[src/ifmt_pkg.sv]
// Shared types, codes and helpers for the integer field formatter.
package ifmt_pkg;

    localparam int CNT_W = 7;
    localparam int NDIG  = 24;
    localparam int DIG_W = 4;

    localparam logic [2:0] CMD_SDEC = 3'd0;
    localparam logic [2:0] CMD_UDEC = 3'd1;
    localparam logic [2:0] CMD_OCT  = 3'd2;
    localparam logic [2:0] CMD_HEXL = 3'd3;
    localparam logic [2:0] CMD_HEXU = 3'd4;

    localparam logic [1:0] SZ_8  = 2'd0;
    localparam logic [1:0] SZ_16 = 2'd1;
    localparam logic [1:0] SZ_32 = 2'd2;
    localparam logic [1:0] SZ_64 = 2'd3;

    localparam logic [7:0] CH_SPACE = 8'h20;
    localparam logic [7:0] CH_PLUS  = 8'h2B;
    localparam logic [7:0] CH_MINUS = 8'h2D;
    localparam logic [7:0] CH_ZERO  = 8'h30;
    localparam logic [7:0] CH_NINE  = 8'h39;
    localparam logic [7:0] CH_A_UP  = 8'h41;
    localparam logic [7:0] CH_F_UP  = 8'h46;
    localparam logic [7:0] CH_X_UP  = 8'h58;
    localparam logic [7:0] CH_A_LO  = 8'h61;
    localparam logic [7:0] CH_F_LO  = 8'h66;
    localparam logic [7:0] CH_X_LO  = 8'h78;

    typedef logic [NDIG-1:0][DIG_W-1:0] digits_t;

    typedef struct packed {
        digits_t          digs;
        logic [4:0]       len;
        logic [1:0]       plen;
        logic [7:0]       pre_first;
        logic [7:0]       pre_last;
        logic [CNT_W-1:0] zeros;
        logic [CNT_W-1:0] spaces;
        logic             left;
        logic             upper;
    } job_t;

    typedef enum logic [1:0] {
        F_IDLE,
        F_CONV,
        F_LEN,
        F_PLAN
    } front_state_t;

    typedef enum logic [2:0] {
        B_IDLE,
        B_LEAD,
        B_PREFIX,
        B_ZERO,
        B_DIGIT,
        B_TRAIL
    } back_state_t;

    function automatic logic [7:0] digit_char(logic [DIG_W-1:0] d, logic upper);
        logic [7:0] c;
        if (d < 4'd10)
        begin
            c = CH_ZERO + {4'b0, d};
        end
        else
        begin
            c = (upper ? CH_A_UP : CH_A_LO) + {4'b0, d - 4'd10};
        end
        return c;
    endfunction

endpackage

[src/integer_field_formatter.sv]
// Top level of the printf-style integer field formatter.
//
// Input side is a queue write port: an item (command, value, size_code,
// field_width, precision and the four flags) is taken on a clock edge
// with push high and full low. Result side is a queue read port: while
// empty is low, character and last show the oldest waiting beat, which
// leaves on an edge with pop high. last marks the final character of a
// field. An item with a command code above upper hex is dropped silently.
// The front converts the operand: decimal by one double-dabble step per
// operand bit (8, 16, 32 or 64), octal and hex as plain bit groups; then
// it finds the digit count and plans the layout. A two-entry job queue
// lets the front work on the next item while the back streams the current
// field at one character per cycle while pop is high, after a load step
// in its idle state for each field, so the output serializer sets the
// rate for long fields and the decimal converter for short ones.
// When pop is held low, the back holds its beat and stops; the queue then
// fills and full stays high. Reset clears all control state; no field in
// flight survives it.
module integer_field_formatter #(
    parameter int MAX_FIELD = 64
) (
    input  logic        clk,
    input  logic        rst_n,
    input  logic        push,
    output logic        full,
    input  logic [2:0]  command,
    input  logic [63:0] value,
    input  logic [1:0]  size_code,
    input  logic [6:0]  field_width,
    input  logic [5:0]  precision,
    input  logic        left_align,
    input  logic        zero_pad,
    input  logic        plus_sign,
    input  logic        alt_prefix,
    output logic        empty,
    input  logic        pop,
    output logic [7:0]  character,
    output logic        last
);

    ifmt_pkg::job_t wr_job;
    ifmt_pkg::job_t rd_job;
    logic           q_push;
    logic           q_full;
    logic           q_pop;
    logic           q_empty;

    ifmt_front #(
        .MAX_FIELD(MAX_FIELD)
    ) u_front (
        .clk        (clk),
        .rst_n      (rst_n),
        .push       (push),
        .full       (full),
        .command    (command),
        .value      (value),
        .size_code  (size_code),
        .field_width(field_width),
        .precision  (precision),
        .left_align (left_align),
        .zero_pad   (zero_pad),
        .plus_sign  (plus_sign),
        .alt_prefix (alt_prefix),
        .q_full     (q_full),
        .q_push     (q_push),
        .q_data     (wr_job)
    );

    ifmt_queue u_queue (
        .clk    (clk),
        .rst_n  (rst_n),
        .wr_en  (q_push),
        .wr_data(wr_job),
        .full   (q_full),
        .rd_en  (q_pop),
        .rd_data(rd_job),
        .empty  (q_empty)
    );

    ifmt_back u_back (
        .clk      (clk),
        .rst_n    (rst_n),
        .q_empty  (q_empty),
        .q_data   (rd_job),
        .q_pop    (q_pop),
        .empty    (empty),
        .pop      (pop),
        .character(character),
        .last     (last)
    );

endmodule

[src/ifmt_front.sv]
// Front part: accepts items, extracts digits and plans the field layout.
module ifmt_front #(
    parameter int MAX_FIELD = 64
) (
    input  logic                 clk,
    input  logic                 rst_n,
    input  logic                 push,
    output logic                 full,
    input  logic [2:0]           command,
    input  logic [63:0]          value,
    input  logic [1:0]           size_code,
    input  logic [6:0]           field_width,
    input  logic [5:0]           precision,
    input  logic                 left_align,
    input  logic                 zero_pad,
    input  logic                 plus_sign,
    input  logic                 alt_prefix,
    input  logic                 q_full,
    output logic                 q_push,
    output ifmt_pkg::job_t       q_data
);

    localparam int CW   = ifmt_pkg::CNT_W;
    localparam int ND   = ifmt_pkg::NDIG;
    localparam int DW   = ifmt_pkg::NDIG * ifmt_pkg::DIG_W;
    localparam logic [CW-1:0] MAX_W = CW'(MAX_FIELD);

    ifmt_pkg::front_state_t state_reg, state_next;

    logic [2:0]          cmd_reg;
    logic [63:0]         mag_reg;
    logic [63:0]         sh_reg;
    logic                neg_reg;
    logic                nz_reg;
    logic [6:0]          width_reg;
    logic [5:0]          prec_reg;
    logic                left_reg;
    logic                zfill_reg;
    logic                plus_reg;
    logic                alt_reg;
    logic [6:0]          bit_cnt_reg;
    ifmt_pkg::digits_t   digs_reg;
    logic [4:0]          len_reg;

    logic [63:0]         mask;
    logic                sgn;
    logic [63:0]         raw;
    logic                in_neg;
    logic [63:0]         in_mag;
    logic [6:0]          in_bits;
    logic [63:0]         in_sh;
    logic                cmd_ok;
    logic                accept;
    logic                is_dec;

    ifmt_pkg::digits_t   adj;
    logic [DW-1:0]       adj_flat;
    ifmt_pkg::digits_t   dabble_next;
    ifmt_pkg::digits_t   direct_digs;
    logic [71:0]         mag72;
    logic [95:0]         mag96;
    logic [4:0]          len_calc;

    logic [1:0]          plen;
    logic [7:0]          pre_first;
    logic [7:0]          pre_last;
    logic [CW-1:0]       w_clamp;
    logic [CW-1:0]       lim;
    logic [CW-1:0]       prec_eff;
    logic [CW-1:0]       len_ext;
    logic [CW-1:0]       zeros;
    logic [CW-1:0]       core;
    logic [CW-1:0]       fill;
    logic [CW-1:0]       spaces;

    // Operand cut and sign handling
    always_comb
    begin
        case (size_code)
            ifmt_pkg::SZ_8:
            begin
                mask    = 64'h0000_0000_0000_00FF;
                sgn     = value[7];
                in_bits = 7'd8;
            end
            ifmt_pkg::SZ_16:
            begin
                mask    = 64'h0000_0000_0000_FFFF;
                sgn     = value[15];
                in_bits = 7'd16;
            end
            ifmt_pkg::SZ_32:
            begin
                mask    = 64'h0000_0000_FFFF_FFFF;
                sgn     = value[31];
                in_bits = 7'd32;
            end
            default:
            begin
                mask    = 64'hFFFF_FFFF_FFFF_FFFF;
                sgn     = value[63];
                in_bits = 7'd64;
            end
        endcase
        raw    = value & mask;
        in_neg = (command == ifmt_pkg::CMD_SDEC) && sgn;
        in_mag = in_neg ? ((~raw + 64'd1) & mask) : raw;
        case (size_code)
            ifmt_pkg::SZ_8:  in_sh = in_mag << 56;
            ifmt_pkg::SZ_16: in_sh = in_mag << 48;
            ifmt_pkg::SZ_32: in_sh = in_mag << 32;
            default:         in_sh = in_mag;
        endcase
        cmd_ok = command <= ifmt_pkg::CMD_HEXU;
    end

    assign accept = push && !full;
    assign is_dec = cmd_reg inside {ifmt_pkg::CMD_SDEC, ifmt_pkg::CMD_UDEC};

    // One double-dabble step per cycle for decimal
    always_comb
    begin
        for (int i = 0; i < ND; i++)
        begin
            adj[i] = (digs_reg[i] >= 4'd5) ? digs_reg[i] + 4'd3 : digs_reg[i];
        end
        adj_flat    = adj;
        dabble_next = {adj_flat[DW-2:0], sh_reg[63]};
    end

    // Octal and hex digits are plain bit groups
    always_comb
    begin
        mag72 = {8'b0, mag_reg};
        mag96 = {32'b0, mag_reg};
        for (int i = 0; i < ND; i++)
        begin
            if (cmd_reg == ifmt_pkg::CMD_OCT)
            begin
                direct_digs[i] = {1'b0, mag72[3*i +: 3]};
            end
            else
            begin
                direct_digs[i] = mag96[4*i +: 4];
            end
        end
    end

    always_comb
    begin
        len_calc = 5'd1;
        for (int i = 0; i < ND; i++)
        begin
            if (digs_reg[i] != 4'd0)
            begin
                len_calc = 5'(i + 1);
            end
        end
    end

    // Field layout
    always_comb
    begin
        plen      = 2'd0;
        pre_first = ifmt_pkg::CH_ZERO;
        pre_last  = ifmt_pkg::CH_ZERO;
        case (cmd_reg)
            ifmt_pkg::CMD_SDEC:
            begin
                if (neg_reg)
                begin
                    plen     = 2'd1;
                    pre_last = ifmt_pkg::CH_MINUS;
                end
                else if (plus_reg)
                begin
                    plen     = 2'd1;
                    pre_last = ifmt_pkg::CH_PLUS;
                end
            end
            ifmt_pkg::CMD_OCT:
            begin
                if (alt_reg && nz_reg)
                begin
                    plen = 2'd1;
                end
            end
            ifmt_pkg::CMD_HEXL, ifmt_pkg::CMD_HEXU:
            begin
                if (alt_reg && nz_reg)
                begin
                    plen     = 2'd2;
                    pre_last = (cmd_reg == ifmt_pkg::CMD_HEXU) ? ifmt_pkg::CH_X_UP
                                                                : ifmt_pkg::CH_X_LO;
                end
            end
            default:
            begin
                plen = 2'd0;
            end
        endcase

        w_clamp  = (CW'(width_reg) > MAX_W) ? MAX_W : CW'(width_reg);
        lim      = MAX_W - CW'(plen);
        prec_eff = (CW'(prec_reg) > lim) ? lim : CW'(prec_reg);
        len_ext  = CW'(len_reg);
        zeros    = (prec_eff > len_ext) ? prec_eff - len_ext : '0;
        if ((cmd_reg == ifmt_pkg::CMD_OCT) && (zeros != '0))
        begin
            plen = 2'd0;
        end
        core = CW'(plen) + zeros + len_ext;
        fill = (w_clamp > core) ? w_clamp - core : '0;
        if ((prec_reg == 6'd0) && zfill_reg && !left_reg)
        begin
            zeros  = zeros + fill;
            spaces = '0;
        end
        else
        begin
            spaces = fill;
        end

        q_data.digs      = digs_reg;
        q_data.len       = len_reg;
        q_data.plen      = plen;
        q_data.pre_first = pre_first;
        q_data.pre_last  = pre_last;
        q_data.zeros     = zeros;
        q_data.spaces    = spaces;
        q_data.left      = left_reg;
        q_data.upper     = (cmd_reg == ifmt_pkg::CMD_HEXU);
    end

    // Next state
    always_comb
    begin
        state_next = state_reg;
        case (state_reg)
            ifmt_pkg::F_IDLE:
            begin
                if (push && cmd_ok)
                begin
                    state_next = ifmt_pkg::F_CONV;
                end
            end
            ifmt_pkg::F_CONV:
            begin
                if (!is_dec || (bit_cnt_reg == 7'd1))
                begin
                    state_next = ifmt_pkg::F_LEN;
                end
            end
            ifmt_pkg::F_LEN:
            begin
                state_next = ifmt_pkg::F_PLAN;
            end
            ifmt_pkg::F_PLAN:
            begin
                if (!q_full)
                begin
                    state_next = ifmt_pkg::F_IDLE;
                end
            end
            default:
            begin
                state_next = ifmt_pkg::F_IDLE;
            end
        endcase
    end

    // Outputs
    always_comb
    begin
        full   = (state_reg != ifmt_pkg::F_IDLE);
        q_push = (state_reg == ifmt_pkg::F_PLAN) && !q_full;
    end

    always_ff @(posedge clk or negedge rst_n)
    begin
        if (!rst_n)
        begin
            state_reg <= ifmt_pkg::F_IDLE;
        end
        else
        begin
            state_reg <= state_next;
        end
    end

    always_ff @(posedge clk)
    begin
        case (state_reg)
            ifmt_pkg::F_IDLE:
            begin
                if (accept)
                begin
                    cmd_reg     <= command;
                    mag_reg     <= in_mag;
                    sh_reg      <= in_sh;
                    neg_reg     <= in_neg;
                    nz_reg      <= (raw != 64'd0);
                    width_reg   <= field_width;
                    prec_reg    <= precision;
                    left_reg    <= left_align;
                    zfill_reg   <= zero_pad;
                    plus_reg    <= plus_sign;
                    alt_reg     <= alt_prefix;
                    bit_cnt_reg <= in_bits;
                    digs_reg    <= '0;
                end
            end
            ifmt_pkg::F_CONV:
            begin
                if (is_dec)
                begin
                    digs_reg    <= dabble_next;
                    sh_reg      <= {sh_reg[62:0], 1'b0};
                    bit_cnt_reg <= bit_cnt_reg - 7'd1;
                end
                else
                begin
                    digs_reg <= direct_digs;
                end
            end
            ifmt_pkg::F_LEN:
            begin
                len_reg <= len_calc;
            end
            default:
            begin
                len_reg <= len_reg;
            end
        endcase
    end

endmodule

[src/ifmt_queue.sv]
// Two-entry job queue between the front and back parts.
module ifmt_queue (
    input  logic           clk,
    input  logic           rst_n,
    input  logic           wr_en,
    input  ifmt_pkg::job_t wr_data,
    output logic           full,
    input  logic           rd_en,
    output ifmt_pkg::job_t rd_data,
    output logic           empty
);

    ifmt_pkg::job_t entry_reg [2];
    logic           wr_ptr_reg;
    logic           rd_ptr_reg;
    logic [1:0]     cnt_reg;
    logic           do_wr;
    logic           do_rd;

    assign full    = (cnt_reg == 2'd2);
    assign empty   = (cnt_reg == 2'd0);
    assign do_wr   = wr_en && !full;
    assign do_rd   = rd_en && !empty;
    assign rd_data = entry_reg[rd_ptr_reg];

    always_ff @(posedge clk or negedge rst_n)
    begin
        if (!rst_n)
        begin
            wr_ptr_reg <= 1'b0;
            rd_ptr_reg <= 1'b0;
            cnt_reg    <= 2'd0;
        end
        else
        begin
            if (do_wr)
            begin
                wr_ptr_reg <= !wr_ptr_reg;
            end
            if (do_rd)
            begin
                rd_ptr_reg <= !rd_ptr_reg;
            end
            if (do_wr && !do_rd)
            begin
                cnt_reg <= cnt_reg + 2'd1;
            end
            else if (do_rd && !do_wr)
            begin
                cnt_reg <= cnt_reg - 2'd1;
            end
        end
    end

    always_ff @(posedge clk)
    begin
        if (do_wr)
        begin
            entry_reg[wr_ptr_reg] <= wr_data;
        end
    end

endmodule

[src/ifmt_back.sv]
// Back part: walks a planned field and sends one character per beat.
module ifmt_back (
    input  logic           clk,
    input  logic           rst_n,
    input  logic           q_empty,
    input  ifmt_pkg::job_t q_data,
    output logic           q_pop,
    output logic           empty,
    input  logic           pop,
    output logic [7:0]     character,
    output logic           last
);

    localparam int CW = ifmt_pkg::CNT_W;

    ifmt_pkg::back_state_t state_reg, state_next;
    logic [CW-1:0]         cnt_reg, cnt_next;
    ifmt_pkg::job_t        job_reg;
    logic                  out_valid_reg;
    logic [7:0]            out_char_reg;
    logic                  out_last_reg;

    ifmt_pkg::job_t        src;
    ifmt_pkg::back_state_t after_digit;
    ifmt_pkg::back_state_t after_prefix;
    ifmt_pkg::back_state_t after_lead;
    ifmt_pkg::back_state_t from_idle;
    ifmt_pkg::back_state_t follow;
    logic                  advance;
    logic                  emit;
    logic [7:0]            ch;
    logic                  ch_last;
    logic [4:0]            idx;

    function automatic logic [CW-1:0] count_of(ifmt_pkg::back_state_t s, ifmt_pkg::job_t j);
        logic [CW-1:0] c;
        case (s)
            ifmt_pkg::B_LEAD, ifmt_pkg::B_TRAIL: c = j.spaces;
            ifmt_pkg::B_PREFIX:                  c = CW'(j.plen);
            ifmt_pkg::B_ZERO:                    c = j.zeros;
            ifmt_pkg::B_DIGIT:                   c = CW'(j.len);
            default:                             c = '0;
        endcase
        return c;
    endfunction

    assign advance = !out_valid_reg || pop;
    assign src     = (state_reg == ifmt_pkg::B_IDLE) ? q_data : job_reg;

    always_comb
    begin
        after_digit  = (src.left && (src.spaces != '0)) ? ifmt_pkg::B_TRAIL
                                                        : ifmt_pkg::B_IDLE;
        after_prefix = (src.zeros != '0) ? ifmt_pkg::B_ZERO : ifmt_pkg::B_DIGIT;
        after_lead   = (src.plen != 2'd0) ? ifmt_pkg::B_PREFIX : after_prefix;
        from_idle    = (!src.left && (src.spaces != '0)) ? ifmt_pkg::B_LEAD : after_lead;
        case (state_reg)
            ifmt_pkg::B_IDLE:   follow = from_idle;
            ifmt_pkg::B_LEAD:   follow = after_lead;
            ifmt_pkg::B_PREFIX: follow = after_prefix;
            ifmt_pkg::B_ZERO:   follow = ifmt_pkg::B_DIGIT;
            ifmt_pkg::B_DIGIT:  follow = after_digit;
            default:            follow = ifmt_pkg::B_IDLE;
        endcase
    end

    // Next state
    always_comb
    begin
        state_next = state_reg;
        cnt_next   = cnt_reg;
        case (state_reg)
            ifmt_pkg::B_IDLE:
            begin
                if (!q_empty)
                begin
                    state_next = follow;
                    cnt_next   = count_of(follow, src);
                end
            end
            default:
            begin
                if (advance)
                begin
                    if (cnt_reg == CW'(1))
                    begin
                        state_next = follow;
                        cnt_next   = count_of(follow, src);
                    end
                    else
                    begin
                        cnt_next = cnt_reg - CW'(1);
                    end
                end
            end
        endcase
    end

    // Outputs
    always_comb
    begin
        q_pop   = (state_reg == ifmt_pkg::B_IDLE) && !q_empty;
        emit    = (state_reg != ifmt_pkg::B_IDLE);
        idx     = 5'(cnt_reg - CW'(1));
        ch_last = (cnt_reg == CW'(1)) && (follow == ifmt_pkg::B_IDLE);
        case (state_reg)
            ifmt_pkg::B_PREFIX:
            begin
                ch = (cnt_reg == CW'(1)) ? job_reg.pre_last : job_reg.pre_first;
            end
            ifmt_pkg::B_ZERO:
            begin
                ch = ifmt_pkg::CH_ZERO;
            end
            ifmt_pkg::B_DIGIT:
            begin
                ch = ifmt_pkg::digit_char(job_reg.digs[idx], job_reg.upper);
            end
            default:
            begin
                ch = ifmt_pkg::CH_SPACE;
            end
        endcase
    end

    always_ff @(posedge clk or negedge rst_n)
    begin
        if (!rst_n)
        begin
            state_reg     <= ifmt_pkg::B_IDLE;
            cnt_reg       <= '0;
            out_valid_reg <= 1'b0;
        end
        else
        begin
            state_reg <= state_next;
            cnt_reg   <= cnt_next;
            if (advance)
            begin
                out_valid_reg <= emit;
            end
        end
    end

    always_ff @(posedge clk)
    begin
        if (q_pop)
        begin
            job_reg <= q_data;
        end
        if (advance)
        begin
            out_char_reg <= ch;
            out_last_reg <= ch_last;
        end
    end

    assign empty     = !out_valid_reg;
    assign character = out_char_reg;
    assign last      = out_last_reg;

endmodule

[config.mk]
export PLATFORM = sky130hd
export DESIGN_NAME = integer_field_formatter
export DESIGN_NICKNAME = d
export VERILOG_FILES = /design/src/ifmt_pkg.sv /design/src/integer_field_formatter.sv /design/src/ifmt_front.sv /design/src/ifmt_queue.sv /design/src/ifmt_back.sv
export SDC_FILE = /design/constraint.sdc
export NUM_CORES = 1
export LEC_CHECK = 0
export BUFFER_PORTS_ARGS = -buffer_cell sky130_fd_sc_hd__clkbuf_2
export CORE_AREA = 2 2 272 274
export CTS_BUF_LIST = sky130_fd_sc_hd__clkbuf_4
export DETAILED_ROUTE_END_ITERATION = 7
export DIE_AREA = 0 0 274 276
export GPL_TIMING_DRIVEN = 0
export SYNTH_ARGS = -nofsm -noshare
export SYNTH_HDL_FRONTEND = slang
export SYNTH_SLANG_ARGS = --single-unit
[constraint.sdc]
create_clock -name clk -period 9.2 [get_ports clk]
set_clock_uncertainty 0.2 [all_clocks]
set_input_delay 1.84 -clock clk [delete_from_list [all_inputs] [get_ports clk]]
set_output_delay 1.84 -clock clk [all_outputs]
set_load 0.01 [all_outputs]
======== Word level (Yosys, flattened, before mapping) ========
Memories as Yosys holds them, arrays and structs flattened.
Cells that the tools add are included.
Widths: inputs -> output; s select.
word-level totals
  register bits ........................... 419
  memory bits (writable) .................. 254
  bits of input ports ..................... 90
  output and inout port bits .............. 11
  word-level logic and storage cells ...... 388
  memories kept ........................... 1
memories
  name               words  width  rd ports  clocked after Yosys merged registers in  wr ports  RTL line          text
  u_queue.entry_reg  2      127    1         0                                        1         ifmt_queue.sv:13  ifmt_pkg::job_t entry_reg [2];
cells by class
  add/sub/neg operators ................... 38
  magnitude comparators ................... 31
  eq/ne operators ......................... 27
  multiplexer cells ....................... 128
  bitwise gates (word level) .............. 3
  reductions and logical operators ........ 81
operator list
  cell                   count
  $pmux 64 s3            2
  $mux 4                 56
  $mux 64                3
  $mux 96                2
  $pmux 96 s2            1
  $and 64x64->64         2
  $pmux 64 s2            1
  $ge 4x3->1 const B     24
  $add 4x2->4 const B    23
  $reduce_bool 4->1      23
  $mux 7                 12
  $add 64x1->64 const B  1
  $not 64->64            1
  $reduce_bool 64->1     1
  $mux 3                 18
  $mux 39                1
  $mux 8                 4
  $pmux 7 s4             1
  $pmux 8 s3             1
  $pmux 7 s3             1
  $reduce_bool 7->1      3
  $bmux 4 s5             1
  $mux 2                 10
  $eq 3x2->1 const B     6
  other kinds (48)       110

======== Longest topological paths before layout ========
Gate-level depths: netlist (run 1).
  depth in word-level cells ............... 23
  gate-level depth with buffers ........... 49
  mapped depth without buffers ............ 47

======== Hierarchy ========
From an unflattened synthesis (run 1), not the netlist that was laid out.
unflattened totals
  cells, all modules ...................... 2617
  area, all modules ....................... 34066.4 um2
modules (own cells, without submodules)
  module      instances  cells each  area each (um2)  seq. area each (um2)
  ifmt_front  1          1769        17195.2          7797.5
  ifmt_queue  1          439         10087.2          8207.9
  ifmt_back   1          409         6784.0           4599.4

======== Worst setup path after synthesis (run 1) ========
Ideal clock, no wire load.
  path kind ............................... reg2reg
  start ................................... reg u_front.cmd_reg[2]
  end ..................................... mem u_queue.entry_reg[0][15] (netlist bit) (data pin)
  setup time .............................. 0.280 ns
  arrival ................................. 9.130 ns
  required time ........................... 8.720 ns
  setup slack ............................. -0.410 ns
  cell stages (with the launch flop) ...... 47
  path buffers ............................ 2
  period minus slack after synthesis ...... 9.610 ns
  cells stage by stage .................... edfxtp_1 > nor3b_1 > clkbuf_1 > nand3_1 > nand2_1 > inv_1 > ha_1 > inv_1 > ha_1 > nand4_1 > or4b_1 > a21boi_0 > nand2b_1 > clkbuf_1 > mux2_2 > ha_1 > nor2b_1 > o31ai_1 > [... 11 more ...] > nor2_1 > xor2_1 > ha_1 > nand2_1 > o21ai_0 > o21ai_1 > or2_0 > nor2_1 > inv_1 > fa_1 > nor2b_1 > o21a_1 > o21a_1 > nor3b_1 > mux2i_1 > a31o_2 > and3_1 > xor2_1
RTL lines
  item                      RTL line           text
  start: declaration        ifmt_front.sv:30   logic [2:0] cmd_reg;
  start signal: assignment  ifmt_front.sv:298  cmd_reg <= command;
  end: declaration          ifmt_queue.sv:13

==> results of run 1 <==
[cells by family after synthesis]
family / share of synthesized area
buf+inv: 0.02500
fa+ha+maj: 0.04197
xor+xnor: 0.03246
flops: 0.6104
other cells: 0.0001158
simple gates: 0.1022
compound gates: 0.1023
mux: 0.08549
[cell type report]
type | count | area (sq um) | area share
Inverter | 110 | 422.9 | 0.01124
Multi-Input combinational cell | 1653 | 12280 | 0.3265
Clock buffer | 251 | 1884 | 0.05009
Buffer | 101 | 399.1 | 0.01061
Sequential cell | 661 | 19760 | 0.5254
Timing Repair Buffer | 182 | 1316 | 0.03499
Antenna cell | 2 | 5.005 | 0.0001330
Tap cell | 959 | 1200 | 0.03190
Clock inverter | 54 | 345.3 | 0.009180
[layer usage]
metal / track usage / part of all wire / vias to the layer above
li1: - / - / 10310
met1: 0.2871 / 0.42 / 10690
met2: 0.3964 / 0.50 / 725
met3: 0.04264 / 0.050 / 163
met4: 0.09211 / 0.034 / 0
met5: 0 / 0 / -
[worst max-delay path, delay by kind of cell, from the launching register on]
kind / cells / cell delay [ns]
compound gates: 5 / 1.13
simple gates: 8 / 1.57
xor+xnor: 2 / 0.27
mux: 1 / 0.20
fa+ha+maj: 4 / 1.03
flops: 1 / 0.49
buf+inv: 34 / 4.08
[how the worst max path moves through the flow]
stage                     slack (ns)                        to
after global routing           -0.29  u_queue.entry_reg[0][15]
final                          -0.06  u_queue.entry_reg[1][15]
after floorplan                 0.02  u_queue.entry_reg[0][15]
after global placement         -2.13        u_front.sh_reg[55]
after detailed placement       -1.64  u_queue.entry_reg[0][15]
after CTS                      0.007  u_queue.entry_reg[1][15]
[layout by cell type, fill, tap and decap left out, types with 12 or more instances in the layout]
master and n:
xor2_1 50, dfrtp_1 17, a21oi_1 115, nor4_1 16
nor3b_1 32, o21ai_0 153, nand3_1 12, a31oi_1 15
clkbuf_2 97, edfxtp_1 644, nand2_1 209, nor2_1 203
o211ai_1 19, o31ai_1 19, o22ai_1 13, ha_1 87
clkbuf_4 251, nand2b_1 56, clkbuf_1 82, xnor2_1 68
o21a_1 21, a211oi_1 49, nor2b_1 30, buf_4 70
mux2_2 132, inv_1 102, o41ai_1 14, mux4_2 29
and3_1 19, nor3_1 35, clkinv_1 34, mux2i_1 58
buf_1 12
[repair_timing]
item                                    in CTS  in global routing
pin swaps                                   34                 38
endpoints found under the hold margin        0                  0
gates resized for setup                     62                 32
endpoints found under the setup margin      22                  6
gates cloned                                 0                  0
setup buffers                               58                 17
[power by group]
group	internal [mW]	switching, mW
clock network	1.37	1.22
logic	2.72	3.80
registers	4.91	0.660
total	9.00	5.67
==> run_results.csv, run 1 <==
group,metric,value,unit
route,drc,0,
run_status,status,"complete, but fails checks",
timing,worst_pin_slew,1.192,ns
synthesis,synth-edff-count,644,
route,wl_per_cell,22.01,um
clock_tree,cts_made_buffers,174,
synthesis,ys_seq_area_frac,0.6104,
timing,setup_violations,2,
synthesis,synth_top_cell_by_area,"edfxtp_1",
synthesis,synthFlopType,"edfxtp_1",
min_path,min_to,"u_back.job_reg[19]",
cells_and_area,layout.cells.non_filler,3973,
clock_tree,cts_max_level,4,
setup_path,critPathMostFrequentCell,"buf_4",
synthesis,synthMostInstantiatedCell,"edfxtp_1",
timing,finalCritPeriodShare,1.007,
global_route,grt_first_pass_wirelength,131.9,mm
clock_tree,clk_pin_slew,0.07,ns
synthesis,synthesis.area,32380,sq um
die,row_count,99,
timing,tns,-0.1200,ns
timing,period_needed,9.260,ns
clock_tree,cts.sinks,661,
min_path,hold_depth,1,
setup_path,cp_slowest_cell,"o211ai_1",
min_path,hold_class,"reg -> reg",
place,io_buffers,97,
route,antenna_left,0,
timing,slew_violations,0,
setup_path,path_max_fanout,7,
setup_path,max_stage_delay,0.58,ns
die,start_util,0.4460,
setup_path,crit_start,"u_front.cmd_reg[2]",
cells_and_area,post-route-util,0.5183,
place,dp_cells,3593,
cells_and_area,largest_reg_flops,252,
synthesis,ys_top_cells_by_count,"edfxtp_1, nand2_1, nor2_1, o21ai_0, mux2_2",
setup_path,worstReg2RegEnd,"u_queue.entry_reg[1][15]",
cells_and_area,fin_area,37620,sq um
power,ir_drop,295.4,uV
route,vias,21890,
die,dieArea,75620,sq um
route,drt_wl_total,87.44,mm
global_route,antenna_found_initial,1,
setup_path,r2r_slack,-0.06,ns
synthesis,synthesis.nets,2722,
place,dpl.hpwl,62.52,mm
run_status,violations,"setup timing",
clock_tree,clockRootBuffer,"clkbuf_4",
die,io_pins,101,
synthesis,synth_top_area_frac,0.5973,
global_route,grt_max_degree,72,
timing,hold_viol,0,
route,avgViaCountPerCell,5.509,
setup_path,cp-end-kind,"flip-flop",
setup_path,r2r_start,"u_front.cmd_reg[2]",
setup_path,critPathKind,"reg -> reg",
synthesis,synthArstFlopShare,0.02572,
route,drtIter0Drc,1666,
min_path,hp-start,"u_queue.entry_reg[1][19]",
timing,relSlewSlack,0.2055,
synthesis,yosysUniqueCellTypes,83,
cells_and_area,fin_nets,3078,
global_route,gr-usage-all-layers,0.2310,
setup_path,cp-start-kind,"flip-flop",
clock_tree,cts_tree,"done",
timing,fmax,108.0,MHz
cells_and_area,syn2layout_area_growth,16.19,%
synthesis,ys_top_cells_by_area,"edfxtp_1, mux2_2, ha_1",
power,power.density,390.2,nW/um^2
clock_tree,clkLatencyLatePin,1.00,ns
timing,rsz0062_at_grt,"yes",
clock_tree,holdBufCountCts,0,
global_route,grt-ovfl-total,0,
cells_and_area,drive_gt1_frac,0.2357,
synthesis,synth_seq_cells,661,
synthesis,ys_warn_count,0,
synthesis,avgSynthCellArea,12.81,sq um
die,dieWidth,274,um
timing,hold_ws,0.3064,ns
cells_and_area,nFillCells,6353,
global_route,first_global_vias,22420,
setup_path,reg2regPathDepth,54,
place,dp_worst_setup_slack,-1.644,ns
setup_path,arrival,9.78,ns
place,post_dp_cell_area,34380,sq um
clock_tree,clockBufferDepth,3,
setup_path,cp_data_required_time,9.72,ns
synthesis,syn_inst,2527,
die,core,72590,sq um
power,leakage,13.40,nW
timing,setup_ws,-0.06000,ns
die,die_y,276,um
run,cap_viol_max_count,0,
route,dr.pass1.iters,6,
place,globalplace.congestion,0.9335,
power,power.total,14.68,mW
Power figures use the tool's default switching activity.
==> run 2, diff against run 1 <==
--- a/config.mk
+++ b/config.mk
@@ -7,7 +7,7 @@
 export LEC_CHECK = 0
 export BUFFER_PORTS_ARGS = -buffer_cell sky130_fd_sc_hd__clkbuf_2
 export CORE_AREA = 2 2 272 274
-export CTS_BUF_LIST = sky130_fd_sc_hd__clkbuf_4
+export CTS_BUF_LIST = sky130_fd_sc_hd__clkbuf_8
 export DETAILED_ROUTE_END_ITERATION = 7
 export DIE_AREA = 0 0 274 276
 export GPL_TIMING_DRIVEN = 0
==> run 2 against run 1 <==
The run still ends with setup timing left. Sequential share of layout area grew 0.27 points. Critical path type unchanged. Cell area decreased by 0.51%. Die area unchanged. First-iteration DRC count fell by 9.1%. Count of clock-buffer cells in the layout shrank 140. Global-route usage is 0.25 points lower. Maximum frequency fell by 1.5%. Via count decreased by 2.0%. Setup slack lost 0.14 ns. Largest cell class unchanged.
==> run_results.csv, run 2 (synthesis results as in run 1) <==
group,metric,value,unit
place,io_buffers,97,
cells_and_area,post-route-util,0.5156,
cells_and_area,layout.area.seq,19760,sq um
timing,worst_pin_slew,1.178,ns
timing,relSlewSlack,0.2147,
setup_path,max_stage_delay,0.51,ns
cells_and_area,fin_nets,3014,
setup_path,cp_slowest_cell,"or4b_4",
min_path,hold_class,"reg -> reg",
power,leakage,13.24,nW
global_route,grt_max_degree,72,
cells_and_area,largest_reg_flops,252,
setup_path,worstReg2RegEnd,"u_queue.entry_reg[1][15]",
setup_path,cp-start-kind,"flip-flop",
cells_and_area,syn2layout_area_growth,15.61,%
run,cap_viol_max_count,0,
timing,slew_violations,0,
setup_path,r2r_start,"u_front.cmd_reg[2]",
setup_path,critPathKind,"reg -> reg",
clock_tree,clockBufferDepth,3,
place,dpl.hpwl,62.52,mm
clock_tree,holdBufCountCts,0,
timing,rsz0062_at_grt,"yes",
power,p_switching,5.676,mW
die,start_util,0.4460,
die,core,72590,sq um
timing,setup_ws,-0.1988,ns
global_route,first_global_vias,21970,
clock_tree,clk_pin_slew,0.06,ns
setup_path,critPathMostFrequentCell,"buf_4",
setup_path,reg2regPathDepth,57,
cells_and_area,layout_common_cells,"edfxtp_1, nand2_1, nor2_1, o21ai_0, mux2_2",
setup_path,r2r_slack,-0.20,ns
timing,fmax,106.4,MHz
route,wl_per_cell,22.44,um
route,vias,21440,
cells_and_area,drive_gt1_frac,0.1992,
route,avgViaCountPerCell,5.539,
route,drc,0,
route,drtIter0Drc,1514,
cells_and_area,final_common_cell,"edfxtp_1",
setup_path,cp_data_required_time,9.48,ns
global_route,grt_first_pass_wirelength,130.6,mm
power,power.total,14.52,mW
power,ir_drop,287.0,uV
timing,setup_violations,2,
route,antenna_left,0,
clock_tree,cts_tree,"done",
run_status,violations,"setup timing",
timing,period_needed,9.399,ns
clock_tree,clockRootBuffer,"clkbuf_8",
die,dieWidth,274,um
global_route,gr-usage-all-layers,0.2285,
clock_tree,clkLatencyLatePin,0.74,ns
run_status,status,"complete, but fails checks",
die,row_count,99,
cells_and_area,nFillCells,6317,
setup_path,cp-end-kind,"flip-flop",
setup_path,arrival,9.68,ns
global_route,grt-ovfl-total,0,
route,dr.pass1.iters,6,
cells_and_area,multi_input_area,12290,sq um
clock_tree,cts.sinks,661,
power,pwr-share-clk,0.166,
place,post_dp_cell_area,34380,sq um
min_path,min_to,"u_back.job_reg[59]",
clock_tree,cts_made_buffers,109,
cells_and_area,fin_area,37430,sq um
die,die_y,276,um
power,pwr-share-comb,0.451,
route,drt_wl_total,86.87,mm
power,power.density,387.9,nW/um^2
setup_path,path_max_fanout,7,
place,globalplace.congestion,0.9335,
power,p_seq_frac,0.384,
timing,hold_viol,0,
timing,hold_ws,0.3012,ns
timing,finalCritPeriodShare,1.022,
setup_path,crit_start,"u_front.cmd_reg[2]",
clock_tree,cts_max_level,3,
die,dieArea,75620,sq um
min_path,hold_depth,1,
die,io_pins,101,
power,internal-power,8.843,mW
min_path,hp-start,"u_queue.entry_reg[1][51]",
power,swShare,0.3909,
global_route,antenna_found_initial,2,
==> run 2: changes by cell type in the layout (fill, tap and decap cells not counted), sizes merged <==
cell and delta:
clkinv +10, bufinv -1, clkinvlp +1, buf +1, inv +28, clkbuf -140, diode -1
==> run 2: final cells by class <==
class,count,area share
tap,959,0.03206
multi-input combinational,1653,0.3284
antenna,1,0.00006686
buffer,102,0.01107
timing repair buffer,182,0.03527
clock inverter,92,0.01300
inverter,110,0.01123
sequential,661,0.5280
clock buffer,111,0.04082
==> run 2: metrics by stage <==
| stage | instances | TNS, ns | setup slack (ns) |
|---|---|---|---|
| CTS | 3857 | 0 | 0.01616 |
| global route | 3871 | -0.9226 | -0.3943 |
| global placement | 3583 | -267.78 | -2.134 |
| detailed placement | 3593 | -13.14 | -1.644 |
| floorplan | 2527 | 0 | 0.01504 |
| finish | 3871 | -0.3973 | -0.1988 |
==> run 2: power groups by stage <==
stage	Clock (mW)	Combinational, mW	Sequential (mW)
2_1_floorplan	0	3.91	5.45
3_3_place_gp	0	5.34	5.73
3_5_place_dp	0	5.58	5.61
4_1_cts	2.47	6.26	5.56
5_1_grt	2.59	7.15	5.68
6_report	2.40	6.55	5.57
==> run 2: worst max-delay path, delay by kind of cell, from the launching register on <==
family                   cells  cell delay [ns]
AND/OR/NAND/NOR              8             1.47
multiplexers                 1             0.20
XOR/XNOR                     2             0.28
flip-flops                   1             0.41
AO/OA/AOI/OAI                5             0.86
adder cells (fa/ha/maj)      4             1.12
buffers and inverters       37             4.60
==> run 2: repair_timing <==
action                     CTS  global route
pin swaps                   36            40
resized for setup           63            37
setup buffers               62            13
cloned                       0             0
setup endpoints to repair   22             6
==> run 2: worst max path at each step <==
stage                                    end  slack [ns]  cells past startpoint
floorplan           u_queue.entry_reg[0][15]        0.02                     47
global placement          u_front.sh_reg[55]       -2.13                      4
detailed placement  u_queue.entry_reg[0][15]       -1.64                     46
CTS                 u_queue.entry_reg[1][15]        0.02                     44
global route        u_queue.entry_reg[1][15]       -0.39                     50
finish              u_queue.entry_reg[1][15]       -0.20                     57
==> run 2: layer usage <==
layer	up-vias	track usage	wire length (um)
li1	10090	-	-
met1	10470	0.2884	36260
met2	690	0.3874	42450
met3	193	0.03205	4177
met4	2	0.1073	3961
met5	-	0	16
==> run 3, diff against run 2 <==
--- a/config.mk
+++ b/config.mk
@@ -6,11 +6,14 @@
 export NUM_CORES = 1
 export LEC_CHECK = 0
 export BUFFER_PORTS_ARGS = -buffer_cell sky130_fd_sc_hd__clkbuf_2
-export CORE_AREA = 2 2 272 274
+export CELL_PAD_IN_SITES_DETAIL_PLACEMENT = 2
+export CELL_PAD_IN_SITES_GLOBAL_PLACEMENT = 2
+export CORE_AREA = 2 2 271 300
 export CTS_BUF_LIST = sky130_fd_sc_hd__clkbuf_8
 export DETAILED_ROUTE_END_ITERATION = 7
-export DIE_AREA = 0 0 274 276
+export DIE_AREA = 0 0 273 302
 export GPL_TIMING_DRIVEN = 0
+export PLACE_DENSITY_LB_ADDON = 0.1
 export SYNTH_ARGS = -nofsm -noshare
 export SYNTH_HDL_FRONTEND = slang
 export SYNTH_SLANG_ARGS = --single-unit
==> run 3 against run 2 <==
The flow still finishes with violations (setup timing). Maximum frequency decreased by 1.0%. Via count increased by 3.4%. Global-route usage increased by 4.3 points. Register-to-register slack got worse by 0.098 ns. Critical endpoint is now u_queue.entry_reg[0][15]. Largest power group unchanged. Highest routed layer is now met4.
==> run_results.csv, run 3 (synthesis results as in run 1) <==
group,metric,value,unit
global_route,gr-usage-all-layers,0.2715,
global_route,antenna_found_initial,1,
power,internal-power,8.846,mW
setup_path,critPathMostFrequentCell,"ha_4",
place,post_dp_cell_area,34530,sq um
timing,period_needed,9.497,ns
min_path,hold_class,"reg -> reg",
cells_and_area,layout.area.seq,19760,sq um
place,globalplace.congestion,0.9007,
setup_path,cp-end-kind,"flip-flop",
cells_and_area,syn2layout_area_growth,16.20,%
cells_and_area,fin_nets,3017,
place,dp_cells,3689,
power,leakage,13.23,nW
route,drtIter0Drc,1228,
cells_and_area,multi_input_area,12360,sq um
die,dieArea,82450,sq um
clock_tree,clockBufferDepth,3,
run,cap_viol_max_count,0,
cells_and_area,layout.cells.non_filler,3963,
setup_path,cp-start-kind,"flip-flop",
setup_path,path_max_fanout,6,
die,start_util,0.4065,
timing,finalCritPeriodShare,1.032,
cells_and_area,largest_reg_flops,252,
route,vias,22170,
cells_and_area,final_common_cell,"edfxtp_1",
power,ir_drop,334.0,uV
timing,fmax,105.3,MHz
clock_tree,clockRootBuffer,"clkbuf_8",
power,p_switching,6.293,mW
run_status,violations,"setup timing",
place,dpl.hpwl,79.73,mm
timing,setup_violations,2,
timing,rsz0062_at_grt,"yes",
die,io_pins,101,
clock_tree,cts_max_level,3,
run_status,status,"complete, but fails checks",
die,dieWidth,273,um
clock_tree,clkLatencyLatePin,0.75,ns
global_route,grt-ovfl-total,0,
clock_tree,cts.sinks,661,
route,drt_wl_total,111.3,mm
clock_tree,cts_tree,"done",
setup_path,critPathKind,"reg -> reg",
setup_path,max_stage_delay,0.53,ns
global_route,first_global_vias,24870,
timing,setup_ws,-0.2970,ns
power,power.total,15.14,mW
global_route,grt_first_pass_wirelength,164.8,mm
power,p_seq_frac,0.375,
cells_and_area,drive_gt1_frac,0.2026,
route,drc,0,
die,die_y,302,um
route,dr.pass1.iters,6,
clock_tree,cts_made_buffers,108,
timing,hold_viol,0,
cells_and_area,fin_area,37620,sq um
timing,worst_pin_slew,1.379,ns
timing,slew_violations,0,
place,io_buffers,97,
cells_and_area,layout_common_cells,"edfxtp_1, nand2_1, nor2_1, o21ai_0, inv_1",
cells_and_area,nFillCells,7868,
power,power.density,402.4,nW/um^2
timing,relSlewSlack,0.07454,
die,core,79650,sq um
power,pwr-share-comb,0.464,
route,avgViaCountPerCell,5.594,
route,antenna_left,0,
global_route,grt_max_degree,75,
setup_path,cp_slowest_cell,"or4b_4",
clock_tree,clk_pin_slew,0.06,ns
setup_path,cp_data_required_time,9.49,ns
power,swShare,0.4157,
power,pwr-share-clk,0.161,
route,wl_per_cell,28.09,um
die,row_count,109,
setup_path,arrival,9.78,ns
place,dp_worst_setup_slack,-2.656,ns
run 3: worst paths after layout:
check | from | endpoint | slack [ns] | cells after the start
min in group asynchronous | rst_n | u_back.out_valid_reg | 0.86 | 1
hold reg to reg | u_front.sh_reg[39] | u_front.sh_reg[40] | 0.32 | 2
hold / removal | u_front.sh_reg[39] | u_front.sh_reg[40] | 0.32 | 2
max in group asynchronous | rst_n | u_queue.rd_ptr_reg | 7.59 | 1
setup / recovery | u_front.cmd_reg[2] | u_queue.entry_reg[0][15] | -0.30 | 46
setup reg to reg | u_front.cmd_reg[2] | u_queue.entry_reg[0][15] | -0.30 | 46
run 3: metrics by stage:
stage | utilization | setup TNS (ns) | hold WS [ns]
6_report | 0.4724 | -0.5939 | 0.3248
5_1_grt | 0.4723 | -2.343 | 0.3484
4_1_cts | 0.4706 | -0.5291 | 0.3237
3_5_place_dp | 0.4336 | -36.62 | 0.3083
3_3_place_gp | 0.4297 | -370.51 | 0.2792
2_1_floorplan | - | 0 | 0.2377
run 3: worst max-delay path: cells and delay by family, from the launching register on:
| kind | cells | cell delay, ns |
|---|---|---|
| XOR/XNOR | 2 | 0.29 |
| multiplexers | 2 | 0.51 |
| adder cells (fa/ha/maj) | 8 | 2.13 |
| flip-flops | 1 | 0.49 |
| AO/OA/AOI/OAI | 11 | 1.72 |
| AND/OR/NAND/NOR | 17 | 3.13 |
| buffers and inverters | 6 | 0.74 |
run 3: final cells by class:
cell class                      instances  share of cell area
Sequential cell                       661              0.5253
Multi-Input combinational cell       1653              0.3286
Clock buffer                          111             0.04061
Timing Repair Buffer                  187             0.03705
Tap cell                             1054             0.03505
Clock inverter                         84             0.01147
Inverter                              110             0.01111
Buffer                                101             0.01061
Antenna cell                            2           0.0001330
run 3: power groups by stage:
| stage | Clock, mW | Sequential (mW) | Combinational, mW |
|---|---|---|---|
| 2_1_floorplan | 0 | 5.45 | 3.91 |
| 3_3_place_gp | 0 | 5.77 | 5.61 |
| 3_5_place_dp | 0 | 5.71 | 6.04 |
| 4_1_cts | 2.48 | 5.66 | 6.82 |
| 5_1_grt | 2.61 | 5.79 | 7.60 |
| 6_report | 2.43 | 5.68 | 7.03 |
run 3: repair_timing:
item	in CTS	in global routing
pin swaps	40	35
endpoints found under the setup margin	28	14
setup buffers	79	13
hold buffers	0	0
gates resized for setup	85	26
run 3: per-layer routing:
metal	GRT usage	share of wire	vias up
met5	0	0	-
met4	0.1159	0.045	0
met3	0.03255	0.026	184
met2	0.5159	0.54	444
met1	0.3049	0.39	11480
li1	-	-	10070
